$ cat config.mk
export PLATFORM = sky130hd
export DESIGN_NAME = escaped_frame_encoder_xor_check
export DESIGN_NICKNAME = d
export VERILOG_FILES = /design/src/rtl/efe_pkg.sv /design/src/rtl/efe_front.sv /design/src/rtl/efe_queue.sv /design/src/rtl/efe_back.sv /design/src/rtl/escaped_frame_encoder_xor_check.sv
export SDC_FILE = /design/constraint.sdc
export NUM_CORES = 1
export LEC_CHECK = 0
export ABC_AREA = 1
export BUFFER_PORTS_ARGS = -buffer_cell sky130_fd_sc_hd__buf_2
export CORE_ASPECT_RATIO = 0.7
export CORE_MARGIN = 2
export CORE_UTILIZATION = 39
export DETAILED_ROUTE_END_ITERATION = 10
export PLACE_DENSITY = 0.61
export SKIP_CTS_REPAIR_TIMING = 1
export SLEW_MARGIN = 20
export SYNTH_ARGS = -nofsm -noshare
export SYNTH_HDL_FRONTEND = slang
export SYNTH_HIERARCHICAL = 1
export SYNTH_SLANG_ARGS = --single-unit
$ cat constraint.sdc
create_clock -name clk -period 3.05 [get_ports clk]
set_clock_uncertainty 0.2 [all_clocks]
set_input_delay 0.305 -clock clk [delete_from_list [all_inputs] [get_ports clk]]
set_output_delay 0.305 -clock clk [all_outputs]
set_load 0.05 [all_outputs]
$ cat src/rtl/efe_pkg.sv
package efe_pkg;

  localparam logic [7:0] FLAG_RESET     = 8'h7E;
  localparam logic [7:0] ESCAPE_RESET   = 8'h7D;
  localparam logic [7:0] ESC_CODE_FLAG  = 8'h02;
  localparam logic [7:0] ESC_CODE_ESC   = 8'h01;

  localparam int QUEUE_DEPTH_DEFAULT = 2;

  localparam logic REG_FLAG   = 1'b0;
  localparam logic REG_ESCAPE = 1'b1;

  localparam logic [1:0] CLS_PLAIN = 2'd0;
  localparam logic [1:0] CLS_FLAG  = 2'd1;
  localparam logic [1:0] CLS_ESC   = 2'd2;

  typedef struct packed {
    logic [7:0] data_byte;
    logic       last_byte;
  } in_item_t;

  typedef struct packed {
    logic [7:0] out_byte;
    logic       last_of_run;
    logic       frame_done;
  } out_item_t;

  typedef struct packed {
    logic       open;
    logic [7:0] data;
    logic [1:0] data_cls;
    logic       last;
    logic [7:0] chk;
    logic [1:0] chk_cls;
  } job_t;

endpackage

$ cat src/rtl/efe_front.sv
module efe_front (
  input  logic            clk,
  input  logic            rst_n,
  input  logic            in_valid,
  output logic            in_stall,
  input  efe_pkg::in_item_t in_item,
  input  logic [7:0]      flag_value,
  input  logic [7:0]      escape_value,
  input  logic            q_full,
  output logic            q_push,
  output efe_pkg::job_t   q_job
);
  import efe_pkg::*;

  logic       inside_frame_r, inside_frame_nxt;
  logic [7:0] check_r, check_nxt;
  logic [7:0] chk_new;

  function automatic logic [1:0] classify(input logic [7:0] v, input logic [7:0] f,
                                          input logic [7:0] e);
    logic [1:0] c;
    if (v == f) begin
      c = CLS_FLAG;
    end else if (v == e) begin
      c = CLS_ESC;
    end else begin
      c = CLS_PLAIN;
    end
    return c;
  endfunction

  assign in_stall = q_full;
  assign q_push   = in_valid && !q_full;
  assign chk_new  = (inside_frame_r ? check_r : 8'h00) ^ in_item.data_byte;

  always_comb begin
    q_job.open     = !inside_frame_r;
    q_job.data     = in_item.data_byte;
    q_job.data_cls = classify(in_item.data_byte, flag_value, escape_value);
    q_job.last     = in_item.last_byte;
    q_job.chk      = chk_new;
    q_job.chk_cls  = classify(chk_new, flag_value, escape_value);
  end

  always_comb begin
    inside_frame_nxt = inside_frame_r;
    check_nxt        = check_r;
    if (q_push) begin
      inside_frame_nxt = !in_item.last_byte;
      check_nxt        = in_item.last_byte ? 8'h00 : chk_new;
    end
  end

  always_ff @(posedge clk) begin
    if (!rst_n) begin
      inside_frame_r <= 1'b0;
      check_r        <= 8'h00;
    end else begin
      inside_frame_r <= inside_frame_nxt;
      check_r        <= check_nxt;
    end
  end

endmodule

$ cat src/rtl/efe_queue.sv
module efe_queue #(
  parameter int Depth = efe_pkg::QUEUE_DEPTH_DEFAULT
) (
  input  logic          clk,
  input  logic          rst_n,
  input  logic          push,
  input  efe_pkg::job_t push_job,
  output logic          full,
  input  logic          pop,
  output logic          not_empty,
  output efe_pkg::job_t head_job
);
  import efe_pkg::*;

  localparam int AW = (Depth > 1) ? $clog2(Depth) : 1;
  localparam int CW = $clog2(Depth + 1);
  localparam logic [AW-1:0] LAST_PTR = AW'(Depth - 1);
  localparam logic [CW-1:0] FULL_CNT = CW'(Depth);

  job_t          mem_r [Depth];
  logic [AW-1:0] wr_ptr_r, wr_ptr_nxt;
  logic [AW-1:0] rd_ptr_r, rd_ptr_nxt;
  logic [CW-1:0] count_r, count_nxt;

  assign full      = (count_r == FULL_CNT);
  assign not_empty = (count_r != '0);
  assign head_job  = mem_r[rd_ptr_r];

  always_comb begin
    wr_ptr_nxt = wr_ptr_r;
    rd_ptr_nxt = rd_ptr_r;
    count_nxt  = count_r;
    if (push) begin
      wr_ptr_nxt = (wr_ptr_r == LAST_PTR) ? '0 : wr_ptr_r + 1'b1;
    end
    if (pop) begin
      rd_ptr_nxt = (rd_ptr_r == LAST_PTR) ? '0 : rd_ptr_r + 1'b1;
    end
    if (push && !pop) begin
      count_nxt = count_r + 1'b1;
    end else if (pop && !push) begin
      count_nxt = count_r - 1'b1;
    end
  end

  always_ff @(posedge clk) begin
    if (push) begin
      mem_r[wr_ptr_r] <= push_job;
    end
  end

  always_ff @(posedge clk) begin
    if (!rst_n) begin
      wr_ptr_r <= '0;
      rd_ptr_r <= '0;
      count_r  <= '0;
    end else begin
      wr_ptr_r <= wr_ptr_nxt;
      rd_ptr_r <= rd_ptr_nxt;
      count_r  <= count_nxt;
    end
  end

endmodule

$ cat src/rtl/efe_back.sv
module efe_back (
  input  logic              clk,
  input  logic              rst_n,
  input  logic [7:0]        flag_value,
  input  logic [7:0]        escape_value,
  input  logic              q_not_empty,
  input  efe_pkg::job_t     q_head,
  output logic              q_pop,
  output logic              out_valid,
  input  logic              out_stall,
  output efe_pkg::out_item_t out_item
);
  import efe_pkg::*;

  localparam logic [2:0] ST_OPEN  = 3'd0;
  localparam logic [2:0] ST_DATA  = 3'd1;
  localparam logic [2:0] ST_DESC  = 3'd2;
  localparam logic [2:0] ST_CHK   = 3'd3;
  localparam logic [2:0] ST_CESC  = 3'd4;
  localparam logic [2:0] ST_CLOSE = 3'd5;

  logic       busy_r, busy_nxt;
  job_t       job_r, job_nxt;
  logic [2:0] step_r, step_nxt;
  logic [2:0] step_follow;
  logic       fin;
  logic       out_take;

  always_comb begin
    step_follow = ST_CLOSE;
    fin         = 1'b0;
    out_item.out_byte = flag_value;
    unique case (step_r)
      ST_OPEN: begin
        step_follow       = ST_DATA;
        out_item.out_byte = flag_value;
      end
      ST_DATA: begin
        if (job_r.data_cls != CLS_PLAIN) begin
          step_follow = ST_DESC;
        end else if (job_r.last) begin
          step_follow = ST_CHK;
        end else begin
          fin = 1'b1;
        end
        out_item.out_byte = (job_r.data_cls == CLS_PLAIN) ? job_r.data : escape_value;
      end
      ST_DESC: begin
        if (job_r.last) begin
          step_follow = ST_CHK;
        end else begin
          fin = 1'b1;
        end
        out_item.out_byte = (job_r.data_cls == CLS_FLAG) ? ESC_CODE_FLAG : ESC_CODE_ESC;
      end
      ST_CHK: begin
        step_follow       = (job_r.chk_cls != CLS_PLAIN) ? ST_CESC : ST_CLOSE;
        out_item.out_byte = (job_r.chk_cls == CLS_PLAIN) ? job_r.chk : escape_value;
      end
      ST_CESC: begin
        step_follow       = ST_CLOSE;
        out_item.out_byte = (job_r.chk_cls == CLS_FLAG) ? ESC_CODE_FLAG : ESC_CODE_ESC;
      end
      ST_CLOSE: begin
        fin               = 1'b1;
        out_item.out_byte = flag_value;
      end
      default: begin
        fin = 1'b1;
      end
    endcase
    out_item.last_of_run = fin;
    out_item.frame_done  = (step_r == ST_CLOSE);
  end

  assign out_valid = busy_r;
  assign out_take  = busy_r && !out_stall;
  assign q_pop     = q_not_empty && (!busy_r || (out_take && fin));

  always_comb begin
    busy_nxt = busy_r;
    job_nxt  = job_r;
    step_nxt = step_r;
    if (q_pop) begin
      busy_nxt = 1'b1;
      job_nxt  = q_head;
      step_nxt = q_head.open ? ST_OPEN : ST_DATA;
    end else if (out_take) begin
      if (fin) begin
        busy_nxt = 1'b0;
      end else begin
        step_nxt = step_follow;
      end
    end
  end

  always_ff @(posedge clk) begin
    job_r <= job_nxt;
  end

  always_ff @(posedge clk) begin
    if (!rst_n) begin
      busy_r <= 1'b0;
      step_r <= ST_OPEN;
    end else begin
      busy_r <= busy_nxt;
      step_r <= step_nxt;
    end
  end

endmodule

$ cat src/rtl/escaped_frame_encoder_xor_check.sv
// Channel   Ports                             Direction  Payload
// input     in_valid, in_stall, in_item       in         data_byte, last_byte
// result    out_valid, out_stall, out_item    out        out_byte, last_of_run, frame_done
// config    cfg_wr_en, cfg_index, cfg_data    in         flag_value, escape_value
//
// Each item gives one to six result items, one per clock while out_stall is low; a plain
// byte inside a frame gives a single result item, so the result port sets the rate.
// A queue of QueueDepth jobs lets the input side run ahead of the output sequencer.
// rst_n is synchronous; it closes any open frame and restores the default flag and escape.
// The input stalls only when the queue is full.
module escaped_frame_encoder_xor_check #(
  parameter int QueueDepth = efe_pkg::QUEUE_DEPTH_DEFAULT
) (
  input  logic               clk,
  input  logic               rst_n,
  input  logic               in_valid,
  output logic               in_stall,
  input  efe_pkg::in_item_t  in_item,
  output logic               out_valid,
  input  logic               out_stall,
  output efe_pkg::out_item_t out_item,
  input  logic               cfg_wr_en,
  input  logic               cfg_index,
  input  logic [7:0]         cfg_data
);
  import efe_pkg::*;

  logic [7:0] flag_r, flag_nxt;
  logic [7:0] escape_r, escape_nxt;
  logic       q_push, q_pop, q_full, q_not_empty;
  job_t       push_job, head_job;

  always_comb begin
    flag_nxt   = flag_r;
    escape_nxt = escape_r;
    if (cfg_wr_en) begin
      case (cfg_index)
        REG_FLAG:   flag_nxt   = cfg_data;
        REG_ESCAPE: escape_nxt = cfg_data;
        default:    flag_nxt   = flag_r;
      endcase
    end
  end

  always_ff @(posedge clk) begin
    if (!rst_n) begin
      flag_r   <= FLAG_RESET;
      escape_r <= ESCAPE_RESET;
    end else begin
      flag_r   <= flag_nxt;
      escape_r <= escape_nxt;
    end
  end

  efe_front u_front (
    .clk          (clk),
    .rst_n        (rst_n),
    .in_valid     (in_valid),
    .in_stall     (in_stall),
    .in_item      (in_item),
    .flag_value   (flag_r),
    .escape_value (escape_r),
    .q_full       (q_full),
    .q_push       (q_push),
    .q_job        (push_job)
  );

  efe_queue #(
    .Depth (QueueDepth)
  ) u_queue (
    .clk       (clk),
    .rst_n     (rst_n),
    .push      (q_push),
    .push_job  (push_job),
    .full      (q_full),
    .pop       (q_pop),
    .not_empty (q_not_empty),
    .head_job  (head_job)
  );

  efe_back u_back (
    .clk          (clk),
    .rst_n        (rst_n),
    .flag_value   (flag_r),
    .escape_value (escape_r),
    .q_not_empty  (q_not_empty),
    .q_head       (head_job),
    .q_pop        (q_pop),
    .out_valid    (out_valid),
    .out_stall    (out_stall),
    .out_item     (out_item)
  );

endmodule

==> impl_metrics.py <==
metrics = {
    "floorplanning": {
        "start_util_pct": 39.81,
        "dieArea_sq_mm": 0.01352,
        "rows": 34,
        "die_w_um": 138.1,
        "die_y_um": 97.89,
        "core_sq_mm": 0.01234,
        "ios": 35,
    },
    "final_layout": {
        "area_delta_synth_final_pct": 12.56,
        "finalInstanceArea_sq_mm": 0.005528,
        "diodes": 0,
        "stdcell_count": 752,
        "nFillCells": 1200,
        "num-nets-final": 609,
        "drive_above_1_share_pct": 17.97,
    },
    "power_and_ir_drop": {
        "p_int_mw": 2.795,
        "power_density_mw_per_mm2": 799.4,
        "power.share.clock_pct": 24.7,
        "power_frac_seq_pct": 43.1,
        "pwr-share-comb_pct": 32.1,
        "power.switching_mw": 1.623,
        "sw_frac_of_total_pct": 36.74,
        "p_leak_nw": 2.478,
        "ir_drop_uv": 389.8,
        "total_power_mw": 4.419,
    },
    "global_routing": {
        "antenna_found_initial": 0,
        "grt_max_degree": 26,
        "grt_pass1_vias": 3658,
        "grt_util_all_layers_pct": 17.99,
        "grt_overflow": 0,
        "grt_pass1_wl_um": 18730,
    },
    "setup_path": {
        "cp_max_fo": 9,
        "endpoint_kind": "primary output",
        "worstPathRequired_ns": 2.54,
        "critical_path_class": "flip-flop to primary output",
        "reg2reg_from": "u_back/job_r[12]",
        "startpoint_type": "flip-flop",
        "crit_start": "u_back/step_r[0]",
        "cp.arrival_ns": 2.30,
    },
    "detailed_routing": {
        "vias": 3768,
        "routed_wirelength_um": 11710,
        "postRouteAntennaNets": 0,
        "via_per_inst": 5.011,
        "dr.pass1.iters": 5,
        "route.detailed.drc": 0,
        "drtIter0Drc": 327,
        "avgRoutedWirePerCell_um": 15.57,
    },
    "clock_tree": {
        "worstSkewPairLatency_ns": 0.35,
        "clkSlewWorstSetupHoldPaths_ns": 0.07,
        "cts_tree": "built",
        "cts-buffers-inserted": 9,
        "numClockSinks": 99,
        "cts_buffer_depth": 2,
        "htree_num_levels": 3,
        "clockRootBuffer": "clkbuf_16",
    },
    "yosys": {
        "synthArstFlopShare_pct": 0,
        "ys_types": 37,
        "postSynthAreaPerCell_sq_um": 8.962,
        "yosysTopAreaCellShare_pct": 39.75,
        "synth_edf_count": 65,
        "synth_area_leaders": "edfxtp_1, dfxtp_1, nand2_1",
        "yosysTopAreaCell": "edfxtp_1",
        "ys_warn_count": 6,
        "synth_nets": 572,
        "yosysSeqAreaShare_pct": 53.61,
        "syn_area_sq_mm": 0.004911,
        "dominantRegCellSynth": "edfxtp_1",
        "synth_seq_cells": 99,
        "synthCells": 548,
    },
    "run_status": {
        "status": "finished with violations",
        "violations": "negative hold slack",
    },
    "timing": {
        "fin_crit_sh_pct": 91.91,
        "slew_headroom_pct": 47.22,
        "rsz0062_at_grt": "false",
        "slew_viol_final": 0,
        "hold_viol": 3,
        "min_period_ns": 2.803,
        "worstMarginPinSlew_ns": 0.7874,
        "finalSetupViolations": 0,
        "fmax_mhz": 356.7,
        "whs_ns": -0.01509,
        "tns_ns": 0,
        "setup_ws_ns": 0.2468,
    },
    "hold_path": {
        "hp-class": "input port to flip-flop",
        "hp-start": "cfg_data[3]",
    },
    "placed_design": {
        "dp.cells": 732,
        "pre_cts_ws_ns": 0.6057,
        "hpwl_um": 8547,
        "post_dp_cell_area_sq_mm": 0.005199,
        "numPortBuffers": 34,
        "place.gp.congestion": 0.8926,
    },
    "flow_run": {
        "drv_cap": 0,
    },
}
sequential cells by signal, indices dropped and copies added, names as in the netlist, named ones only:
register	cells
u_front/inside_frame_r	1
escape_r	8
u_back/job_r	21
u_back/step_r	3
flag_r	8
u_queue/rd_ptr_r	1
u_queue/wr_ptr_r	1
u_queue/count_r	2
u_queue/mem_r	44
u_front/check_r	8
u_back/out_valid	1
final timing paths:
kind	slack (ns)	to	depth (start not counted)
max	0.25	out_item[5]	5
min	-0.02	escape_r[3]	3
max reg2reg	0.57	u_queue/count_r[1]	14
min reg2reg	0.27	u_front/check_r[2]	2
cells by family (layout without fill, tap and decap cells):
family	count (synthesis)	in the layout	share of synthesized area (%)
adders and majority gates	1	1	0.2547
AOI/OAI and AO/OA	46	46	5.554
xor gates and xnor gates	8	8	1.427
DFF	99	99	53.60
buffers and inverters	86	128	8.076
muxes	22	22	5.045
and+or+nand+nor	286	286	26.04
cell type report:
type / instances / area (sq um) / share of cell area, %
flip-flops and latches: 99 / 2633 / 47.62
multi-input cells: 363 / 1884 / 34.09
repair buffers: 43 / 260.3 / 4.708
inverters: 69 / 259.0 / 4.685
clock buffers: 11 / 254.0 / 4.595
well taps: 162 / 202.7 / 3.667
clock inverters: 5 / 35.03 / 0.6338
through the flow:
stage                     hold WS (ns)  utilization (%)
after global routing          0.003439            44.81
after CTS                     -0.02803            44.48
after detailed placement        0.2575            42.14
after global placement          0.2534            42.14
final                         -0.01509            44.81
after floorplan                 0.1891                -
power by group through the flow:
stage	clock, mW	combinational (mW)	sequential (mW)
CTS	1.12	1.42	1.91
finish	1.09	1.42	1.91
global placement	0	1.39	1.92
detailed placement	0	1.41	1.93
global route	1.17	1.56	1.93
floorplan	0	1.05	1.90
placed cells by master (no fill, tap or decap), types with 10 or more instances in the layout:
| cell type | netlist | layout |
|---|---|---|
| mux2_2 | 22 | 22 |
| inv_2 | 10 | 10 |
| clkbuf_16 | 0 | 10 |
| nand3_1 | 46 | 46 |
| dfxtp_1 | 34 | 34 |
| nor2_1 | 54 | 53 |
| edfxtp_1 | 65 | 65 |
| o21ai_0 | 17 | 17 |
| a21oi_1 | 11 | 11 |
| buf_2 | 2 | 34 |
| nand2_1 | 158 | 158 |
| inv_1 | 58 | 58 |
Yosys cell counts, types with 3 or more instances:
| cell type | number |
|---|---|
| mux2_2 | 22 |
| a21oi_1 | 11 |
| xor2_1 | 6 |
| buf_6 | 4 |
| nand2_4 | 4 |
| o21ai_1 | 5 |
| inv_2 | 10 |
| buf_4 | 11 |
| nand3_1 | 46 |
| edfxtp_1 | 65 |
| nor2_1 | 54 |
| nand2_2 | 3 |
| inv_1 | 58 |
| nor2_2 | 3 |
| nand2_1 | 158 |
| dfxtp_1 | 34 |
| nor2_4 | 3 |
| o21ai_0 | 17 |
| nand4_1 | 5 |
| o221ai_1 | 6 |
layer usage:
metal	GRT usage [%]	part of all wire (%)
met1	25.67	51
met2	27.27	42
met3	4.071	5.6
met5	0	0
met4	5.808	1.3
worst max-delay path: stages (launching register included):
cell and delay [ns]:
dfxtp_1 0.36, inv_1 0.11, nor3_2 0.65, o21ai_0 0.21
o221ai_1 0.30, buf_2 0.32
No activity file was read; power rests on OpenSTA's default activity.
